[config.mk]
export PLATFORM = sky130hd
export DESIGN_NAME = score_sorted_length_budget_bin
export DESIGN_NICKNAME = d
export VERILOG_FILES = /design/src/sv/sslbb_pkg.sv /design/src/sv/sslbb_cell.sv /design/src/sv/score_sorted_length_budget_bin.sv
export VERILOG_INCLUDE_DIRS = /design/src /design/src/sv
export SDC_FILE = /design/constraint.sdc
export NUM_CORES = 2
export LEC_CHECK = 0
export ABC_AREA = 0
export BUFFER_PORTS_ARGS = -buffer_cell sky130_fd_sc_hd__buf_2
export CORE_ASPECT_RATIO = 0.9
export CORE_MARGIN = 5
export CORE_UTILIZATION = 38
export DETAILED_ROUTE_END_ITERATION = 8
export GPL_ROUTABILITY_DRIVEN = 1
export SYNTH_ARGS = -nofsm -noshare
export SYNTH_HDL_FRONTEND = slang
export SYNTH_SLANG_ARGS = --single-unit
[constraint.sdc]
create_clock -name clock -period 20 [get_ports clock]
set_input_delay 2 -clock clock [delete_from_list [all_inputs] [get_ports clock]]
set_output_delay 2 -clock clock [all_outputs]
set_load 0.02 [all_outputs]
[src/sv/score_sorted_length_budget_bin_defines.svh]
// assertion macros for the score-sorted length budget bin
`ifndef SCORE_SORTED_LENGTH_BUDGET_BIN_DEFINES_SVH
`define SCORE_SORTED_LENGTH_BUDGET_BIN_DEFINES_SVH

// same-cycle implication, checked outside reset
`define SSLBB_ASSERT_NOW(label, clk, rst, ante, cons, msg) \
   label: assert property (@(posedge clk) disable iff (rst) (ante) |-> (cons)) else $error(msg);

// next-cycle implication, checked outside reset
`define SSLBB_ASSERT_NEXT(label, clk, rst, ante, cons, msg) \
   label: assert property (@(posedge clk) disable iff (rst) (ante) |=> (cons)) else $error(msg);

`endif

[src/sv/sslbb_pkg.sv]
// shared types and constants for the score-sorted length budget bin
`timescale 1ns / 1ps

package sslbb_pkg;

   localparam int MAX_ENTRIES_DEFAULT = 16;
   localparam int LEN_W               = 16;
   localparam int SCORE_W             = 16;
   localparam int BUDGET_W            = 20;
   localparam int COUNT_OUT_W         = 5;

   localparam logic [BUDGET_W-1:0] BUDGET_RESET = 20'd300;
   localparam logic [BUDGET_W-1:0] TOTAL_MAX    = 20'hFFFFF;

   typedef struct packed {
      logic [SCORE_W-1:0] score;
      logic [LEN_W-1:0]   length;
   } entry_type;

   typedef enum logic [1:0] {
      CMD_HOLD,
      CMD_SHIFT_LEFT,
      CMD_INSERT
   } cell_cmd_type;

   // broadcast to every cell of the chain
   typedef struct packed {
      cell_cmd_type cmd;
      logic         front;
      entry_type    new_entry;
   } cell_ctrl_type;

   typedef enum logic [2:0] {
      ST_IDLE,
      ST_DROP,
      ST_INSERT,
      ST_EVICT,
      ST_FINISH
   } state_type;

endpackage

[src/sv/sslbb_cell.sv]
// one storage cell of the sorted chain: hold, shift toward head, or insert
`timescale 1ns / 1ps

module sslbb_cell
   import sslbb_pkg::*;
(
   input  logic          clock,
   input  cell_ctrl_type ctrl,
   input  logic          occupied,
   input  entry_type     left_entry,
   input  entry_type     right_entry,
   input  logic          before_in,
   output entry_type     entry,
   output logic          before_out
);

   entry_type entry_ff;
   entry_type entry_in;

   // this cell stays ahead of the insert point
   assign before_out = occupied && !ctrl.front &&
                       (entry_ff.score <= ctrl.new_entry.score);

   always_comb begin
      unique case (ctrl.cmd)
         CMD_SHIFT_LEFT: entry_in = right_entry;
         CMD_INSERT: begin
            if (before_out) begin
               entry_in = entry_ff;
            end else if (before_in) begin
               entry_in = ctrl.new_entry;
            end else begin
               entry_in = left_entry;
            end
         end
         default: entry_in = entry_ff;
      endcase
   end

   always_ff @(posedge clock) begin
      entry_ff <= entry_in;
   end

   assign entry = entry_ff;

endmodule

[src/sv/score_sorted_length_budget_bin.sv]
// top level: score-sorted length budget bin built from a chain of cells
`timescale 1ns / 1ps
// usage
//   req channel (valid/ready) offers one alignment entry: length and score.
//   rsp channel (valid/ready) returns one result per request: accepted flag,
//   evicted count, overflow flag, entry count, total length, lowest score.
//   csr channel (valid/ready, always ready) writes length_budget; write it
//   only while no request is in flight.
// timing
//   one request is worked at a time, taken only in the idle state, the next
//   one in the cycle after the result loads. a plain insert passes the insert
//   state, then finish; at the budget an eviction pass follows the insert (one
//   shift of the whole chain per cycle, one per entry evicted); a full bin
//   drops its head first; a rejected request goes straight to finish.
// reset
//   synchronous, active high: bin empty, total length zero, budget 300.
//   cell contents are not cleared; only cells below the entry count are used.
// stall
//   the result sits in an output register; the next request is accepted
//   while it waits, but a finished request holds in its last state until the
//   output register frees up.
module score_sorted_length_budget_bin
   import sslbb_pkg::*;
#(
   parameter int MAX_ENTRIES = MAX_ENTRIES_DEFAULT
)(
   input  logic                   clock,
   input  logic                   reset,
   // request channel
   input  logic                   req_valid,
   output logic                   req_ready,
   input  logic [LEN_W-1:0]       req_entry_length,
   input  logic [SCORE_W-1:0]     req_entry_score,
   // result channel
   output logic                   rsp_valid,
   input  logic                   rsp_ready,
   output logic                   rsp_accepted,
   output logic [COUNT_OUT_W-1:0] rsp_evicted_count,
   output logic                   rsp_capacity_overflow,
   output logic [COUNT_OUT_W-1:0] rsp_entry_count,
   output logic [BUDGET_W-1:0]    rsp_total_length,
   output logic [SCORE_W-1:0]     rsp_lowest_score,
   // budget register write
   input  logic                   csr_valid,
   output logic                   csr_ready,
   input  logic [BUDGET_W-1:0]    csr_length_budget
);

`include "score_sorted_length_budget_bin_defines.svh"

   localparam int CNT_W = $clog2(MAX_ENTRIES + 1);
   // exact running sum of up to MAX_ENTRIES lengths
   localparam int SUM_W = LEN_W + $clog2(MAX_ENTRIES + 1);
   localparam int CMP_W = (SUM_W > BUDGET_W) ? SUM_W : BUDGET_W;

   // control state
   state_type            state_ff, state_in;
   logic [CNT_W-1:0]     count_ff, count_in;
   logic [SUM_W-1:0]     sum_ff, sum_in;
   logic [BUDGET_W-1:0]  budget_ff, budget_in;
   logic                 rsp_valid_ff, rsp_valid_in;

   // request held while it is worked
   entry_type            work_ff, work_in;
   logic                 front_ff, front_in;
   logic                 evict_en_ff, evict_en_in;
   logic                 accepted_ff, accepted_in;
   logic                 overflow_ff, overflow_in;
   logic [CNT_W-1:0]     evicted_ff, evicted_in;

   // result register
   logic                   rsp_accepted_ff, rsp_accepted_in;
   logic [COUNT_OUT_W-1:0] rsp_evicted_ff, rsp_evicted_in;
   logic                   rsp_overflow_ff, rsp_overflow_in;
   logic [COUNT_OUT_W-1:0] rsp_count_ff, rsp_count_in;
   logic [BUDGET_W-1:0]    rsp_total_ff, rsp_total_in;
   logic [SCORE_W-1:0]     rsp_lowest_ff, rsp_lowest_in;

   // chain wiring
   cell_ctrl_type        cell_ctrl;
   cell_cmd_type         cell_cmd;
   entry_type            cell_entry [MAX_ENTRIES];
   logic                 cell_before [MAX_ENTRIES];
   entry_type            head;

   logic req_fire, rsp_free, load_rsp;
   logic nonempty, full, at_budget, new_min, reject, evict_go;

   assign head     = cell_entry[0];
   assign req_fire = req_valid && req_ready;
   assign rsp_free = !rsp_valid_ff || rsp_ready;
   assign csr_ready = 1'b1;

   // decisions taken against the state seen at accept
   assign nonempty  = (count_ff != '0);
   assign full      = (count_ff == CNT_W'(MAX_ENTRIES));
   assign at_budget = (CMP_W'(sum_ff) >= CMP_W'(budget_ff));
   assign new_min   = (req_entry_score <= head.score);
   assign reject    = nonempty && at_budget && new_min;

   // keep dropping the head while the rest still exceeds the budget
   assign evict_go = (count_ff > CNT_W'(1)) &&
                     (CMP_W'(sum_ff - SUM_W'(head.length)) > CMP_W'(budget_ff));

   // ---------------------------------------------------------------------
   // next state
   // ---------------------------------------------------------------------
   always_comb begin
      state_in = state_ff;
      unique case (state_ff)
         ST_IDLE: begin
            if (req_fire) begin
               if (reject) begin
                  state_in = ST_FINISH;
               end else if (full) begin
                  state_in = ST_DROP;
               end else begin
                  state_in = ST_INSERT;
               end
            end
         end
         ST_DROP:   state_in = ST_INSERT;
         ST_INSERT: state_in = evict_en_ff ? ST_EVICT : ST_FINISH;
         ST_EVICT: begin
            if (!evict_go) begin
               state_in = ST_FINISH;
            end
         end
         ST_FINISH: begin
            if (rsp_free) begin
               state_in = ST_IDLE;
            end
         end
         default:   state_in = ST_IDLE;
      endcase
   end

   // ---------------------------------------------------------------------
   // state outputs
   // ---------------------------------------------------------------------
   always_comb begin
      req_ready = 1'b0;
      load_rsp  = 1'b0;
      cell_cmd  = CMD_HOLD;
      unique case (state_ff)
         ST_IDLE:   req_ready = 1'b1;
         ST_DROP:   cell_cmd  = CMD_SHIFT_LEFT;
         ST_INSERT: cell_cmd  = CMD_INSERT;
         ST_EVICT:  cell_cmd  = evict_go ? CMD_SHIFT_LEFT : CMD_HOLD;
         ST_FINISH: load_rsp  = rsp_free;
         default:   cell_cmd  = CMD_HOLD;
      endcase
   end

   assign cell_ctrl.cmd       = cell_cmd;
   assign cell_ctrl.front     = front_ff;
   assign cell_ctrl.new_entry = work_ff;

   // ---------------------------------------------------------------------
   // cell chain, index 0 is the head (lowest score)
   // ---------------------------------------------------------------------
   for (genvar i = 0; i < MAX_ENTRIES; i++) begin : g_cell
      entry_type left_e, right_e;
      logic      before_left;
      logic      occ;

      assign occ = (CNT_W'(i) < count_ff);

      if (i == 0) begin : g_head
         assign left_e      = '0;
         assign before_left = 1'b1;
      end else begin : g_mid
         assign left_e      = cell_entry[i-1];
         assign before_left = cell_before[i-1];
      end

      if (i == MAX_ENTRIES - 1) begin : g_tail
         assign right_e = '0;
      end else begin : g_body
         assign right_e = cell_entry[i+1];
      end

      sslbb_cell u_cell (
         .clock       (clock),
         .ctrl        (cell_ctrl),
         .occupied    (occ),
         .left_entry  (left_e),
         .right_entry (right_e),
         .before_in   (before_left),
         .entry       (cell_entry[i]),
         .before_out  (cell_before[i])
      );
   end

   // ---------------------------------------------------------------------
   // count, sum, request latches
   // ---------------------------------------------------------------------
   always_comb begin
      count_in    = count_ff;
      sum_in      = sum_ff;
      evicted_in  = evicted_ff;
      work_in     = work_ff;
      front_in    = front_ff;
      evict_en_in = evict_en_ff;
      accepted_in = accepted_ff;
      overflow_in = overflow_ff;
      budget_in   = budget_ff;

      unique case (cell_cmd)
         CMD_SHIFT_LEFT: begin
            count_in = count_ff - CNT_W'(1);
            sum_in   = sum_ff - SUM_W'(head.length);
            // the overflow drop is not an eviction
            if (state_ff == ST_EVICT) begin
               evicted_in = evicted_ff + CNT_W'(1);
            end
         end
         CMD_INSERT: begin
            count_in = count_ff + CNT_W'(1);
            sum_in   = sum_ff + SUM_W'(work_ff.length);
         end
         default: begin
            count_in = count_ff;
         end
      endcase

      if (req_fire) begin
         work_in.length = req_entry_length;
         work_in.score  = req_entry_score;
         front_in       = new_min && !at_budget;
         evict_en_in    = nonempty && at_budget;
         accepted_in    = !reject;
         overflow_in    = !reject && full;
         evicted_in     = '0;
      end

      if (csr_valid && csr_ready) begin
         budget_in = csr_length_budget;
      end
   end

   // ---------------------------------------------------------------------
   // result register
   // ---------------------------------------------------------------------
   always_comb begin
      rsp_accepted_in = rsp_accepted_ff;
      rsp_evicted_in  = rsp_evicted_ff;
      rsp_overflow_in = rsp_overflow_ff;
      rsp_count_in    = rsp_count_ff;
      rsp_total_in    = rsp_total_ff;
      rsp_lowest_in   = rsp_lowest_ff;
      rsp_valid_in    = rsp_ready ? 1'b0 : rsp_valid_ff;
      if (load_rsp) begin
         rsp_valid_in    = 1'b1;
         rsp_accepted_in = accepted_ff;
         rsp_evicted_in  = COUNT_OUT_W'(evicted_ff);
         rsp_overflow_in = overflow_ff;
         rsp_count_in    = COUNT_OUT_W'(count_ff);
         // clamp the wide sum to the reported width
         rsp_total_in    = (CMP_W'(sum_ff) > CMP_W'(TOTAL_MAX)) ?
                           TOTAL_MAX : BUDGET_W'(sum_ff);
         rsp_lowest_in   = nonempty ? head.score : '0;
      end
   end

   always_ff @(posedge clock) begin
      if (reset) begin
         state_ff     <= ST_IDLE;
         count_ff     <= '0;
         sum_ff       <= '0;
         budget_ff    <= BUDGET_RESET;
         rsp_valid_ff <= 1'b0;
      end else begin
         state_ff     <= state_in;
         count_ff     <= count_in;
         sum_ff       <= sum_in;
         budget_ff    <= budget_in;
         rsp_valid_ff <= rsp_valid_in;
      end
   end

   // payload only, no reset needed
   always_ff @(posedge clock) begin
      work_ff         <= work_in;
      front_ff        <= front_in;
      evict_en_ff     <= evict_en_in;
      accepted_ff     <= accepted_in;
      overflow_ff     <= overflow_in;
      evicted_ff      <= evicted_in;
      rsp_accepted_ff <= rsp_accepted_in;
      rsp_evicted_ff  <= rsp_evicted_in;
      rsp_overflow_ff <= rsp_overflow_in;
      rsp_count_ff    <= rsp_count_in;
      rsp_total_ff    <= rsp_total_in;
      rsp_lowest_ff   <= rsp_lowest_in;
   end

   assign rsp_valid             = rsp_valid_ff;
   assign rsp_accepted          = rsp_accepted_ff;
   assign rsp_evicted_count     = rsp_evicted_ff;
   assign rsp_capacity_overflow = rsp_overflow_ff;
   assign rsp_entry_count       = rsp_count_ff;
   assign rsp_total_length      = rsp_total_ff;
   assign rsp_lowest_score      = rsp_lowest_ff;

   // ---------------------------------------------------------------------
   // checks
   // ---------------------------------------------------------------------
   `SSLBB_ASSERT_NOW(a_count_bound, clock, reset, 1'b1,
      count_ff <= CNT_W'(MAX_ENTRIES), "entry count above capacity")
   `SSLBB_ASSERT_NOW(a_drop_only_full, clock, reset, state_ff == ST_DROP,
      count_ff == CNT_W'(MAX_ENTRIES), "head drop without a full bin")
   `SSLBB_ASSERT_NOW(a_evict_nonempty, clock, reset, state_ff == ST_EVICT,
      count_ff != '0, "eviction pass on an empty bin")
   `SSLBB_ASSERT_NEXT(a_insert_grows, clock, reset, state_ff == ST_INSERT,
      count_ff != '0, "insert left the bin empty")
   `SSLBB_ASSERT_NEXT(a_busy_after_req, clock, reset, req_fire,
      state_ff != ST_IDLE, "accepted request did not start work")

endmodule

==> results.toml <==
[global_routing]
grt_pass1_wl_mm = 191
grt.overflow.total = 0
met2_usage_pct = 34.6
grt_max_degree = 237
grt_use_met1_pct = 30.6
grt_pass1_vias = 30300
busiest_layer = "met2"
track_usage_pct = 21.7
antenna_found_initial = 0
use_met3_pct = 3.25

[layout]
syn2layout_area_growth_pct = 10.3
drive_above_1_share_pct = 8.77
antenna_cells = 0
finalNetCount = 4353

[place]
place.gp.congestion = 0.903
place_ws_ns = 11.84
port_buffers = 106
hpwl_mm = 84.6

[sta]
period_share_pct = 41.6
slew-limit-headroom_pct = 25.6
rsz0062_at_grt = "false"
finalMaxSlewViolations = 0
fmax_mhz = 120
post-route-min-period_ns = 8.32
tightest_slew_ns = 1.12
setup_viol = 0
hold_violations = 0
tns_ns = 0
finClkSkew_ns = 0.0246
finalWorstSetupSlack_ns = 11.68

[power]
vdd_drop_max_mv = 0.119
cellPowerDensity_nw_per_um2 = 199
leakagePower_nw = 17.3

[worst_hold_path]
hold_class = "reg -> reg"

[clocking]
cts_made_buffers = 71
path_clk_slew_ns = 0.06
cts_resized = 0
cts_max_path_buffers = 3
cts_tree = "yes"
ctsHoldBuffers = 0
cts_setup_buffers = 0
root_buffer = "clkbuf_16"
cts_sinks = 651
worstSkewPairLatency_ns = 0.64
htree_levels = 3

[route]
initialDrtViolationCount = 3190
drt_first_pass_iters = 6
antenna_left = 0
routedWlPerCell_um = 23.9
drc = 0
wl_mm = 128
routed_via_density = 5.94
dr_total_vias = 31900

[worst_setup_path]
crit_arrival_ns = 8.73
critPathMaxFanout = 220
start_kind = "flip-flop"
critPathRequiredTime_ns = 20.41
endpoint_kind = "flip-flop"
worstSetupPathType = "reg -> reg"

[floorplan]
dieArea_um2 = 113000
fp.dieH_um = 320
core-area_um2 = 106000
io_pins = 108
chipWidth_um = 354
start_util_pct = 38.4
rows = 113

[yosys]
syn_area_um2 = 40600
yosys.area.top_type = "edfxtp_1"
yosys-top-cells-area = "edfxtp_1 (44%), ha_1 (11%), mux2i_1 (9.9%)"
synth-seq-cells = 651
syn_inst = 3950
yosysTopAreaCellShare_pct = 44.1
syn_nets = 4359
synth_edf_count = 596
synth_cell_types = 71
postSynth.asyncResetShare_pct = 0
avgSynthCellArea_um2 = 10.3
yosysSeqAreaShare_pct = 46.8
synth_flop_cell = "edfxtp_1"
ys.warnings.count = 0

[job]
drv_cap = 0

[outcome]
outcome = "finished, final reports clean"
[worst max-delay path, stage by stage (launching register included)]
cell       delay [ns]
dfxtp_1          0.34
inv_1            0.09
ha_1             0.23
fa_1             0.41
nor2b_1          0.17
o31ai_1          0.13
o2bb2ai_1        0.25
o211ai_1         0.31
a21o_1           0.28
nor3_1           0.09
xnor2_1          0.23
ha_1             0.30
a2111oi_0        0.42
o21ai_0          0.15
a21oi_1          0.12
o21ai_0          0.09
and3_1           0.18
a21oi_1          0.35
a211o_1          0.24
ha_4             0.57
buf_12           0.71
buf_4            0.82
buf_4            0.82
nand2_1          0.23
o311ai_0         0.42
[where the power goes]
| part | switching, mW | internal (mW) | total (mW) | leakage [nW] |
|---|---|---|---|---|
| clock network | 0.571 | 0.731 | 1.30 | 1.06 |
| registers | 0.628 | 2.63 | 3.26 | 6.04 |
| logic | 2.83 | 1.52 | 4.34 | 10.2 |
[cell usage in the layout, fill, tap and decap left out, types with 65 or more instances in the layout]
cell type  synthesis  final
nand2_1          147    147
edfxtp_1         596    596
o21ai_0          107    107
nor2_1           570    564
buf_2             36    106
a21o_1            76     76
nand4_1           94     94
nand3_1           66     65
ha_1             350    349
inv_1            166    165
buf_4             10     79
mux2i_1          400    400
clkbuf_16          0     75
a21oi_1          553    544
[per-stage QoR]
stage               area, um^2  cells  hold WS, ns  util [%]  total power [mW]
finish                   44700   5381        0.425      42.3              8.90
global route             44700   5381        0.432      42.3              9.48
CTS                      44700   5381        0.426      42.3              8.87
detailed placement       42500   5251        0.414      40.2              7.54
global placement         42500   5251        0.425      40.2              7.47
floorplan                40600   3950        0.400         -              6.01
[cell families (layout without fill, tap and decap cells)]
family	after synthesis	after routing	synth area share, %
buf+inv	432	483	4.63
xor+xnor	37	37	0.799
simple gates	1043	1043	11.5
compound gates	1032	1032	15.4
other cells	1	1	0.00924
flops	651	651	46.8
mux	402	402	9.93
fa+ha+maj	352	352	10.9
[worst paths after layout]
| check | startpoint | to | slack (ns) | cells after the start |
|---|---|---|---|---|
| worst min register to register | accepted_ff$_DFFE_PP_ | rsp_accepted$_DFFE_PP_ | 0.42 | 0 |
| worst max-delay path | sum_ff[0]$_SDFFE_PP0P_ | g_cell[15].u_cell.entry[11]$_SDFFCE_PP0P_ | 11.68 | 24 |
| worst max register to register | sum_ff[0]$_SDFFE_PP0P_ | g_cell[15].u_cell.entry[11]$_SDFFCE_PP0P_ | 11.68 | 24 |
| worst min-delay path | accepted_ff$_DFFE_PP_ | rsp_accepted$_DFFE_PP_ | 0.42 | 0 |
[Yosys cell counts, types with 32 or more instances]
master	count
mux2i_1	400
nand3_1	66
o21ai_0	107
nor3_1	32
a21o_1	76
nor2_1	570
buf_2	36
nand2_1	147
dfxtp_1	55
ha_1	350
nand4_1	94
o221ai_1	40
nor2b_1	37
clkbuf_1	184
a31oi_1	40
edfxtp_1	596
inv_1	166
a21oi_1	553
a32oi_1	33
o21a_1	38
o311ai_0	33
[routing by layer]
| metal | part of all wire (%) | up-vias |
|---|---|---|
| met2 | 45 | 1293 |
| li1 | - | 14800 |
| met3 | 7.4 | 241 |
| met1 | 44 | 15700 |
| met4 | 3.3 | 0 |
| met5 | 0 | - |
[flip-flops by register name, summed over array words and instances (netlist names)]
| register | flops |
|---|---|
| accepted_ff | 1 |
| budget_ff | 20 |
| cell_ctrl | 32 |
| count_ff | 5 |
| evict_en_ff | 1 |
| evicted_ff | 5 |
| front_ff | 1 |
| g_cell.u_cell.entry | 512 |
| overflow_ff | 1 |
| rsp_accepted | 1 |
| rsp_capacity_overflow | 1 |
| rsp_entry_count | 5 |
| rsp_evicted_count | 5 |
| rsp_lowest_score | 16 |
| rsp_total_length | 20 |
| rsp_valid | 1 |
| state_ff | 3 |
| sum_ff | 21 |
[layout make-up]
type	instances	area (um^2)
Fill cell	10200	61000
Multi-Input combinational cell	2867	20000
Sequential cell	651	19000
Clock buffer	102	1990
Tap cell	1380	1730
Timing Repair Buffer	187	1160
Inverter	166	623
Clock inverter	28	205
Note: power is estimated with default switching activity, not from simulation.
